[config.mk]
export PLATFORM = sky130hd
export DESIGN_NAME = fronthaul_packet_stats
export DESIGN_NICKNAME = d
export VERILOG_FILES = /design/src/rtl/core/fps_pkg.sv /design/src/rtl/core/fps_hist.sv /design/src/rtl/core/fronthaul_packet_stats.sv
export SDC_FILE = /design/constraint.sdc
export NUM_CORES = 2
export LEC_CHECK = 0
export BUFFER_PORTS_ARGS = -buffer_cell sky130_fd_sc_hd__buf_2
export CORE_UTILIZATION = 55
export CTS_BUF_LIST = sky130_fd_sc_hd__clkbuf_2 sky130_fd_sc_hd__clkbuf_4 sky130_fd_sc_hd__clkbuf_8
export DETAILED_ROUTE_END_ITERATION = 16
export PLACE_DENSITY = 0.74
export SYNTH_ARGS = -nofsm -noshare
export SYNTH_HDL_FRONTEND = slang
export SYNTH_SLANG_ARGS = --single-unit
[constraint.sdc]
create_clock -name clock -period 9.5 [get_ports clock]
set_clock_uncertainty 0.05 [all_clocks]
set_input_delay 0.475 -clock clock [delete_from_list [all_inputs] [get_ports clock]]
set_output_delay 0.475 -clock clock [all_outputs]
set_load 0.1 [all_outputs]
[src/rtl/core/fps_pkg.sv]
// fps_pkg: shared types, codes and reset values for the fronthaul packet statistics block
// no dependencies; imported by fps_hist, fronthaul_packet_stats and the bench
package fps_pkg;

   // default sizes of the histogram store
   localparam int HIST_BINS_DEF   = 16;
   localparam int COUNT_WIDTH_DEF = 32;

   // ethertype of an 802.1Q tag
   localparam logic [15:0] VLAN_TAG_TYPE = 16'h8100;

   // register reset values
   localparam logic [15:0] ECPRI_TYPE_RST  = 16'haefe;
   localparam logic [7:0]  IQ_MSG_RST      = 8'd0;
   localparam logic [7:0]  CTRL_MSG_RST    = 8'd2;
   localparam logic [8:0]  FULL_BAND_RST   = 9'd273;
   localparam logic [15:0] FIRST_BOUND_RST = 16'd512;
   localparam logic [1:0]  BIN_SHIFT_RST   = 2'd1;

   // register port
   localparam int CSR_INDEX_W = 3;
   localparam int CSR_DATA_W  = 16;

   localparam logic [CSR_INDEX_W-1:0] CSR_ECPRI_ETHER_TYPE     = 3'd0;
   localparam logic [CSR_INDEX_W-1:0] CSR_IQ_MESSAGE_TYPE      = 3'd1;
   localparam logic [CSR_INDEX_W-1:0] CSR_CONTROL_MESSAGE_TYPE = 3'd2;
   localparam logic [CSR_INDEX_W-1:0] CSR_FULL_BAND_PRBS       = 3'd3;
   localparam logic [CSR_INDEX_W-1:0] CSR_FIRST_BIN_BOUND      = 3'd4;
   localparam logic [CSR_INDEX_W-1:0] CSR_BIN_SHIFT            = 3'd5;

   // direction codes of the input beat
   localparam logic [1:0] DIR_UL = 2'd0;
   localparam logic [1:0] DIR_DL = 2'd1;

   // result status codes
   localparam logic [1:0] STATUS_IGNORED = 2'd0;
   localparam logic [1:0] STATUS_FIRST   = 2'd1;
   localparam logic [1:0] STATUS_BINNED  = 2'd2;

   // stream codes
   localparam logic [1:0] STREAM_UL_UP   = 2'd0;
   localparam logic [1:0] STREAM_DL_UP   = 2'd1;
   localparam logic [1:0] STREAM_DL_CTRL = 2'd2;
   localparam int         NUM_STREAMS    = 3;

   // input beat
   typedef struct packed {
      logic [15:0] outer_ether_type;
      logic [15:0] inner_ether_type;
      logic [7:0]  message_type;
      logic [1:0]  direction;
      logic [7:0]  prb_field;
      logic        headers_complete;
      logic [63:0] arrival_ns;
   } req_type;

   // result beat
   typedef struct packed {
      logic [1:0]  status;
      logic [1:0]  stream;
      logic [3:0]  bin_index;
      logic [63:0] gap_ns;
      logic [63:0] stream_packets;
      logic [63:0] stream_prbs;
      logic [31:0] bin_count;
   } rsp_type;

endpackage

[src/rtl/core/fps_hist.sv]
// fps_hist: gap histogram store with per-entry valid bits and read-after-write bypass
// depends on fps_pkg for default sizes and the stream count
module fps_hist #(
   parameter int HIST_BINS   = fps_pkg::HIST_BINS_DEF,
   parameter int COUNT_WIDTH = fps_pkg::COUNT_WIDTH_DEF
) (
   input  logic                                 clock,
   input  logic                                 reset,
   input  logic                                 rd_en,
   input  logic [$clog2(3*HIST_BINS)-1:0]       rd_slot,
   input  logic                                 wr_en,
   input  logic [$clog2(3*HIST_BINS)-1:0]       wr_slot,
   output logic [COUNT_WIDTH-1:0]               new_count
);
   import fps_pkg::*;

   localparam int DEPTH  = NUM_STREAMS * HIST_BINS;
   localparam int SLOT_W = $clog2(DEPTH);

   logic [COUNT_WIDTH-1:0] hist_mem [DEPTH];
   logic [COUNT_WIDTH-1:0] rd_data_ff;
   logic [DEPTH-1:0]       entry_valid_ff;
   logic [DEPTH-1:0]       entry_valid_in;
   logic                   rd_valid_ff;
   logic                   rd_valid_in;
   logic                   fwd_hit_ff;
   logic                   fwd_hit_in;
   logic [COUNT_WIDTH-1:0] fwd_count_ff;
   logic [COUNT_WIDTH-1:0] fwd_count_in;
   logic [COUNT_WIDTH-1:0] old_count;

   // memory array, read data registered on the read beat
   always_ff @(posedge clock) begin
      if (wr_en) begin
         hist_mem[wr_slot] <= new_count;
      end
      if (rd_en) begin
         rd_data_ff <= hist_mem[rd_slot];
      end
   end

   // valid bits and bypass of the write that lands on the read edge
   always_comb begin
      entry_valid_in = entry_valid_ff;
      rd_valid_in    = rd_valid_ff;
      fwd_hit_in     = fwd_hit_ff;
      fwd_count_in   = fwd_count_ff;
      if (wr_en) begin
         entry_valid_in[wr_slot] = 1'b1;
      end
      if (rd_en) begin
         rd_valid_in  = entry_valid_ff[rd_slot];
         fwd_hit_in   = wr_en && (wr_slot == rd_slot);
         fwd_count_in = new_count;
      end
   end

   always_ff @(posedge clock) begin
      if (reset) begin
         entry_valid_ff <= '0;
         rd_valid_ff    <= 1'b0;
         fwd_hit_ff     <= 1'b0;
      end else begin
         entry_valid_ff <= entry_valid_in;
         rd_valid_ff    <= rd_valid_in;
         fwd_hit_ff     <= fwd_hit_in;
      end
   end

   always_ff @(posedge clock) begin
      fwd_count_ff <= fwd_count_in;
   end

   // incremented bin value, wraps at the counter width
   always_comb begin
      if (fwd_hit_ff) begin
         old_count = fwd_count_ff;
      end else if (rd_valid_ff) begin
         old_count = rd_data_ff;
      end else begin
         old_count = '0;
      end
      new_count = old_count + COUNT_WIDTH'(1);
   end

   // slot width is tied to the depth
   if (SLOT_W < 1) begin : g_bad_depth
      $error("histogram depth too small");
   end

endmodule

[src/rtl/core/fronthaul_packet_stats.sv]
// fronthaul_packet_stats: per-stream packet, PRB and inter-arrival statistics of fronthaul frames
// depends on fps_pkg and fps_hist
//
//   channel | ports                                   | role
//   req     | req_valid, req_ready, req_data          | one parsed frame per beat
//   rsp     | rsp_valid, rsp_ready, rsp_data          | one result per frame beat
//   csr     | csr_we, csr_index, csr_wdata            | register write, no wait
//
// one frame per cycle sustained while rsp_ready holds; a beat passes these registers from req to rsp
// (input register, histogram read register, result register)
// the histogram read-modify-write is bypassed so back-to-back frames that hit the same bin count correctly
// synchronous reset clears the stream state and the histogram valid bits
// a stalled rsp holds the result register; the earlier stages keep filling until full
module fronthaul_packet_stats #(
   parameter int HIST_BINS   = fps_pkg::HIST_BINS_DEF,
   parameter int COUNT_WIDTH = fps_pkg::COUNT_WIDTH_DEF
) (
   input  logic                              clock,
   input  logic                              reset,
   input  logic                              req_valid,
   output logic                              req_ready,
   input  fps_pkg::req_type                  req_data,
   output logic                              rsp_valid,
   input  logic                              rsp_ready,
   output fps_pkg::rsp_type                  rsp_data,
   input  logic                              csr_we,
   input  logic [fps_pkg::CSR_INDEX_W-1:0]   csr_index,
   input  logic [fps_pkg::CSR_DATA_W-1:0]    csr_wdata
);
   import fps_pkg::*;

   localparam int BIN_W  = $clog2(HIST_BINS);
   localparam int SLOT_W = $clog2(NUM_STREAMS * HIST_BINS);

   // configuration registers
   logic [15:0] ecpri_type_ff,  ecpri_type_in;
   logic [7:0]  iq_msg_ff,      iq_msg_in;
   logic [7:0]  ctrl_msg_ff,    ctrl_msg_in;
   logic [8:0]  full_band_ff,   full_band_in;
   logic [15:0] first_bound_ff, first_bound_in;
   logic [1:0]  bin_shift_ff,   bin_shift_in;

   // stream state
   logic [63:0] last_arrival_ff  [NUM_STREAMS];
   logic [63:0] last_arrival_in  [NUM_STREAMS];
   logic [63:0] packet_counts_ff [NUM_STREAMS];
   logic [63:0] packet_counts_in [NUM_STREAMS];
   logic [63:0] prb_totals_ff    [2];
   logic [63:0] prb_totals_in    [2];

   // pipeline registers
   logic        a_valid_ff, a_valid_in;
   req_type     a_req_ff,   a_req_in;
   logic        b_valid_ff, b_valid_in;
   rsp_type     b_rsp_ff,   b_rsp_in;
   logic [SLOT_W-1:0] b_slot_ff, b_slot_in;
   logic        rsp_valid_ff, rsp_valid_in;
   rsp_type     rsp_data_ff,  rsp_data_in;

   // stage a decode
   logic        a_adv;
   logic        b_adv;
   logic [15:0] ether;
   logic        frame_ok;
   logic        is_iq;
   logic        is_ctrl;
   logic        counted;
   logic [1:0]  stream;
   logic [8:0]  prb_inc;
   logic [63:0] cur_last;
   logic [63:0] new_packets;
   logic [63:0] new_prbs;
   logic        first_arrival;
   logic [63:0] gap;
   logic [HIST_BINS-2:0] reach;
   logic [BIN_W-1:0]     bin;
   logic [SLOT_W-1:0]    a_slot;
   logic        a_commit;
   logic        hist_rd_en;
   logic        hist_wr_en;
   logic [COUNT_WIDTH-1:0] hist_count;
   logic [63:0] hist_count_ext;

   // handshake: each stage moves when the one after it is empty or moving
   assign b_adv     = !rsp_valid_ff || rsp_ready;
   assign a_adv     = !b_valid_ff || b_adv;
   assign req_ready = !a_valid_ff || a_adv;
   assign rsp_valid = rsp_valid_ff;
   assign rsp_data  = rsp_data_ff;

   // register writes
   always_comb begin
      ecpri_type_in  = ecpri_type_ff;
      iq_msg_in      = iq_msg_ff;
      ctrl_msg_in    = ctrl_msg_ff;
      full_band_in   = full_band_ff;
      first_bound_in = first_bound_ff;
      bin_shift_in   = bin_shift_ff;
      if (csr_we) begin
         case (csr_index)
            CSR_ECPRI_ETHER_TYPE:     ecpri_type_in  = csr_wdata;
            CSR_IQ_MESSAGE_TYPE:      iq_msg_in      = csr_wdata[7:0];
            CSR_CONTROL_MESSAGE_TYPE: ctrl_msg_in    = csr_wdata[7:0];
            CSR_FULL_BAND_PRBS:       full_band_in   = csr_wdata[8:0];
            CSR_FIRST_BIN_BOUND:      first_bound_in = csr_wdata;
            CSR_BIN_SHIFT:            bin_shift_in   = csr_wdata[1:0];
            default: ;
         endcase
      end
   end

   always_ff @(posedge clock) begin
      if (reset) begin
         ecpri_type_ff  <= ECPRI_TYPE_RST;
         iq_msg_ff      <= IQ_MSG_RST;
         ctrl_msg_ff    <= CTRL_MSG_RST;
         full_band_ff   <= FULL_BAND_RST;
         first_bound_ff <= FIRST_BOUND_RST;
         bin_shift_ff   <= BIN_SHIFT_RST;
      end else begin
         ecpri_type_ff  <= ecpri_type_in;
         iq_msg_ff      <= iq_msg_in;
         ctrl_msg_ff    <= ctrl_msg_in;
         full_band_ff   <= full_band_in;
         first_bound_ff <= first_bound_in;
         bin_shift_ff   <= bin_shift_in;
      end
   end

   // input register
   always_comb begin
      a_valid_in = a_valid_ff;
      a_req_in   = a_req_ff;
      if (req_ready) begin
         a_valid_in = req_valid;
         if (req_valid) begin
            a_req_in = req_data;
         end
      end
   end

   // frame classification
   always_comb begin
      ether    = (a_req_ff.outer_ether_type == VLAN_TAG_TYPE) ?
                 a_req_ff.inner_ether_type : a_req_ff.outer_ether_type;
      frame_ok = (ether == ecpri_type_ff) && a_req_ff.headers_complete;
      is_iq    = (a_req_ff.message_type == iq_msg_ff);
      is_ctrl  = !is_iq && (a_req_ff.message_type == ctrl_msg_ff);
      counted  = frame_ok &&
                 ((is_iq && (a_req_ff.direction == DIR_UL || a_req_ff.direction == DIR_DL)) ||
                  (is_ctrl && a_req_ff.direction == DIR_DL));
      if (!is_iq) begin
         stream = STREAM_DL_CTRL;
      end else if (a_req_ff.direction == DIR_DL) begin
         stream = STREAM_DL_UP;
      end else begin
         stream = STREAM_UL_UP;
      end
   end

   // counters and gap of the selected stream
   always_comb begin
      prb_inc       = (a_req_ff.prb_field == 8'd0) ? full_band_ff : {1'b0, a_req_ff.prb_field};
      cur_last      = last_arrival_ff[stream];
      new_packets   = packet_counts_ff[stream] + 64'd1;
      new_prbs      = prb_totals_ff[stream[0]] + 64'(prb_inc);
      first_arrival = (cur_last == 64'd0);
      gap           = a_req_ff.arrival_ns - cur_last;
   end

   // log-spaced bin search: bound k is the first bound shifted by k steps,
   // a bound that no longer fits in 64 bits is never reached
   always_comb begin
      logic [127:0] bound;
      logic [6:0]   amt;
      for (int k = 0; k < HIST_BINS - 1; k++) begin
         amt      = 7'(32'(bin_shift_ff) * k);
         bound    = 128'(first_bound_ff) << amt;
         reach[k] = (bound[127:64] == 64'd0) && (gap >= bound[63:0]);
      end
   end

   // priority encode of the first bound not reached
   always_comb begin
      bin = BIN_W'(HIST_BINS - 1);
      for (int k = HIST_BINS - 2; k >= 0; k--) begin
         if (!reach[k]) begin
            bin = BIN_W'(k);
         end
      end
      a_slot = SLOT_W'(stream) * SLOT_W'(HIST_BINS) + SLOT_W'(bin);
   end

   // stream state update as the beat leaves stage a
   assign a_commit = a_valid_ff && a_adv && counted;

   always_comb begin
      last_arrival_in  = last_arrival_ff;
      packet_counts_in = packet_counts_ff;
      prb_totals_in    = prb_totals_ff;
      if (a_commit) begin
         last_arrival_in[stream]  = a_req_ff.arrival_ns;
         packet_counts_in[stream] = new_packets;
         if (is_iq) begin
            prb_totals_in[stream[0]] = new_prbs;
         end
      end
   end

   always_ff @(posedge clock) begin
      if (reset) begin
         last_arrival_ff  <= '{default: '0};
         packet_counts_ff <= '{default: '0};
         prb_totals_ff    <= '{default: '0};
      end else begin
         last_arrival_ff  <= last_arrival_in;
         packet_counts_ff <= packet_counts_in;
         prb_totals_ff    <= prb_totals_in;
      end
   end

   // stage b record
   always_comb begin
      b_valid_in = b_valid_ff;
      b_rsp_in   = b_rsp_ff;
      b_slot_in  = b_slot_ff;
      if (a_adv) begin
         b_valid_in = a_valid_ff;
         b_slot_in  = a_slot;
         b_rsp_in   = '0;
         if (counted) begin
            b_rsp_in.stream         = stream;
            b_rsp_in.stream_packets = new_packets;
            b_rsp_in.stream_prbs    = is_iq ? new_prbs : 64'd0;
            if (first_arrival) begin
               b_rsp_in.status = STATUS_FIRST;
            end else begin
               b_rsp_in.status    = STATUS_BINNED;
               b_rsp_in.bin_index = 4'(bin);
               b_rsp_in.gap_ns    = gap;
            end
         end
      end
   end

   // histogram read on the a to b move, write on the b to result move
   assign hist_rd_en = a_valid_ff && a_adv;
   assign hist_wr_en = b_valid_ff && b_adv && (b_rsp_ff.status == STATUS_BINNED);

   fps_hist #(
      .HIST_BINS   (HIST_BINS),
      .COUNT_WIDTH (COUNT_WIDTH)
   ) u_hist (
      .clock     (clock),
      .reset     (reset),
      .rd_en     (hist_rd_en),
      .rd_slot   (a_slot),
      .wr_en     (hist_wr_en),
      .wr_slot   (b_slot_ff),
      .new_count (hist_count)
   );

   assign hist_count_ext = 64'(hist_count);

   // result register
   always_comb begin
      rsp_valid_in = rsp_valid_ff;
      rsp_data_in  = rsp_data_ff;
      if (b_adv) begin
         rsp_valid_in = b_valid_ff;
         rsp_data_in  = b_rsp_ff;
         if (b_rsp_ff.status == STATUS_BINNED) begin
            rsp_data_in.bin_count = hist_count_ext[31:0];
         end
      end
   end

   always_ff @(posedge clock) begin
      if (reset) begin
         a_valid_ff   <= 1'b0;
         b_valid_ff   <= 1'b0;
         rsp_valid_ff <= 1'b0;
      end else begin
         a_valid_ff   <= a_valid_in;
         b_valid_ff   <= b_valid_in;
         rsp_valid_ff <= rsp_valid_in;
      end
   end

   always_ff @(posedge clock) begin
      a_req_ff    <= a_req_in;
      b_rsp_ff    <= b_rsp_in;
      b_slot_ff   <= b_slot_in;
      rsp_data_ff <= rsp_data_in;
   end

endmodule

==> flow_summary_export.csv <==
group,metric,value,unit
run_status,status,"completed",
place,pre_cts_ws,-0.432,ns
synthesis,synth_commonest_cells,"3128 x nand2_1, 2153 x edfxtp_1, 1110 x a21oi_1",
power_and_ir_drop,peakVddDrop,0.201,mV
layout,layout-drive-gt1-share,17.1,%
drt,totalWireLength,549000,um
job,maxCapViolCount,0,
hold_path,worstHoldStart,"req_data[99]",
timing,setup-violations-final,0,
timing,fin_tns_setup,0,ns
critical_path,critPathMaxStageDelay,0.53,ns
global_routing,antenna_found_initial,43,
drt,drcViolationCount,0,
hold_path,worst_hold_path.num_cells,2,
place,gp_congestion,1.03,
critical_path,path_class,"register to register",
critical_path,reg2reg_slack,0.15,ns
synthesis,synth_top_area_share,47.8,%
timing,tightestPinTransition,1.45,ns
floorplanning,num_rows,181,
critical_path,cp.buffers_inverters,14,
clocking,cts_tree,"yes",
layout,final_nets,15061,
hold_path,hold_end,"a_req_ff[99]$_DFFE_PP_",
clocking,root_buffer,"clkbuf_8",
drt,routedWlPerCell,30.8,um
drt,drt_iter0_drc,16515,
floorplanning,floorplan.initialDensity,55.5,%
critical_path,reg2regPathDepth,42,
clocking,cts_buffers,436,
layout,final_util,65.5,%
synthesis,post-synth-top-count-cell,"nand2_1",
synthesis,ys.flop_type,"edfxtp_1",
critical_path,cp-end-kind,"register",
floorplanning,die_h,498,um
synthesis,synth_edf_count,2153,
synthesis,ys_ff_latch,2777,
timing,drv_slew,0,
power_and_ir_drop,p_total,32000,uW
floorplanning,core,244000,sq um
synthesis,synth_area_leaders,"edfxtp_1 48%, dfxtp_1 9.2%, nand2_1 8.7%",
global_routing,grt_pass1_wl,773000,um
synthesis,synth_area_leader_cell,"edfxtp_1",
global_routing,grt_util_met3,9.08,%
synthesis,syn_area_per_cell,10.4,sq um
timing,slew_headroom,2.22,%
place,hpwl,367000,um
critical_path,critPathTopFamily,"compound AO/OA/AOI/OAI gates",
timing,fin_ws,0.147,ns
critical_path,worst_r2r_endpoint,"u_hist.rd_data_ff[11]$_DFFE_PP_",
critical_path,crit_path_frequent_cell,"buf_4",
drt,vias,117064,
global_routing,grt_max_degree,221,
power_and_ir_drop,power_density,200,nW/um^2
floorplanning,die_w,498,um
synthesis,seq_area_frac_synth,57.0,%
power_and_ir_drop,p_leak,0.0589,uW
synthesis,yosys_warnings,0,
layout,fillers,18132,
floorplanning,dieArea,248000,sq um
synthesis,syn_nets,13832,
drt,ant_nets,0,
clocking,htree_levels,5,
clocking,clock_sinks,2777,
critical_path,arrival,10.13,ns
clocking,cts.clk_slew.worst_paths,0.08,ns
global_routing,grt_overflow,0,
critical_path,path_max_fanout,26,
layout,synthToLayoutAreaGrowth,18.1,%
drt,dr.pass1.iters,9,
synthesis,ys_async_sr_fraction,0,%
floorplanning,boundaryPins,373,
drt,avgViaCountPerCell,6.57,
synthesis,ys_types,98,
layout,instances_no_fill,17817,
place,dp.cells,16827,
critical_path,slowest_stage,"o41ai_1",
global_routing,met1_usage,54.4,%
timing,post-route-period-util,98.5,%
place,io_buffers,372,
critical_path,critPathLaunchType,"register",
global_routing,grt_pass1_vias,111326,
critical_path,r2r_start,"a_req_ff[75]$_DFFE_PP_",
global_routing,grtUsageTotal,42.8,%
critical_path,crit_required,10.27,ns
global_routing,use_met2,66.6,%
synthesis,synth_cells,13006,
timing,finalCriticalPeriod,9.35,ns
hold_path,hold_path.class,"input pin to register",
clocking,clockBufferDepth,4,
timing,fmax,0.107,GHz
global_routing,gr-max-usage-layer,"met2",
timing,hold_viol_final,0,
clocking,insertion_delay,1.22,ns
synthesis,syn-cell-area,135000,sq um
[where the power goes]
group | switching, uW | internal, uW
combinational | 5170 | 2950
clock | 4830 | 5580
sequential | 150 | 13300
total | 10200 | 21800
[registers in the layout, indices dropped and copies added, names as in the netlist, 2 cells and up]
signal and flops:
a_req_ff 115, ctrl_msg_ff 8, b_rsp_ff 200, u_hist.hist_mem 1536
u_hist.fwd_count_ff 32, last_arrival_ff 192, ecpri_type_ff 16, rsp_data 232
bin_shift_ff 2, u_hist.entry_valid_ff 48, packet_counts_ff 192, b_slot_ff 6
prb_totals_ff 128, full_band_ff 9, iq_msg_ff 8, u_hist.rd_data_ff 32
first_bound_ff 16
[per-layer routing]
metal,wire [um],vias to the layer above
met1,198000,56238
met4,42400,10
met5,70,-
met2,245000,8679
met3,63300,2041
li1,-,50096
[worst max-delay path by stage]
stage,from,end,slack (ns),cells past startpoint
final,a_req_ff[75]$_DFFE_PP_,u_hist.rd_data_ff[11]$_DFFE_PP_,0.15,42
after global routing,a_req_ff[75]$_DFFE_PP_,u_hist.rd_data_ff[1]$_DFFE_PP_,-0.09,40
after CTS,a_req_ff[81]$_DFFE_PP_,u_hist.rd_data_ff[26]$_DFFE_PP_,0.006,46
after detailed placement,a_req_ff[82]$_DFFE_PP_,u_hist.rd_data_ff[11]$_DFFE_PP_,-0.43,44
after global placement,a_req_ff[78]$_DFFE_PP_,u_hist.rd_valid_ff$_SDFFE_PP0P_,-0.24,44
after floorplan,a_req_ff[80]$_DFFE_PP_,u_hist.rd_data_ff[23]$_DFFE_PP_,0.04,42
[cell families after synthesis]
kind of cell,share of synthesized area (%)
AOI/OAI and AO/OA,12.6
xor gates and xnor gates,1.59
adders and majority gates,6.37
buffers and inverters,2.67
DFF,57.0
muxes,2.07
and+or+nand+nor,17.7
[worst reg2reg max path: cells and delay by family (launching register included)]
family | cells | cell delay, ns
AOI/OAI and AO/OA | 18 | 4.13
buffers and inverters | 14 | 2.30
and+or+nand+nor | 6 | 1.00
adders and majority gates | 2 | 0.74
DFF | 1 | 0.44
muxes | 1 | 0.29
xor gates and xnor gates | 1 | 0.20
[area by class of cell]
class                      instances  area [sq um]  area share (%)
tap                             3202          4010            2.51
sequential                      2777         77200            48.3
multi-input combinational       9316         56300            35.2
antenna                           29          72.6          0.0454
timing repair buffer            1590         12900            8.09
clock buffer                     610          7520            4.71
clock inverter                   179          1320           0.825
inverter                         114           457           0.286
[metrics by stage]
| stage | cell area [sq um] | hold WS, ns |
|---|---|---|
| floorplan | 135000 | 0.350 |
| global placement | 149000 | 0.352 |
| detailed placement | 149000 | 0.355 |
| CTS | 159000 | 0.00492 |
| global route | 160000 | 0.0691 |
| finish | 160000 | 0.0835 |
[layout by cell type (no fill, tap or decap), drive strengths merged, types with 97 or more instances in the layout]
master       count
nand2         3128
a21oi         1110
ha             685
a31oi          166
xor2           109
nor2b          136
nor3           111
a211oi         117
o21ai          333
mux2i          223
dfxtp          624
and3           114
nand4          225
clkbuf         611
inv            123
xnor2          135
clkinv         147
dlygate4sd3    143
nor2           716
edfxtp        2153
nand3          558
buf           1445
a32oi           97
a21o           202
[timing repair]
item                                    CTS  global route
pin swaps                                 9            23
endpoints found under the setup margin   33            33
endpoints found under the hold margin   300             0
hold buffers                            143             0
gates cloned                              1             1
setup buffers                             7            21
gates resized for setup                  15            91
No activity file was read; power rests on OpenSTA's default activity.
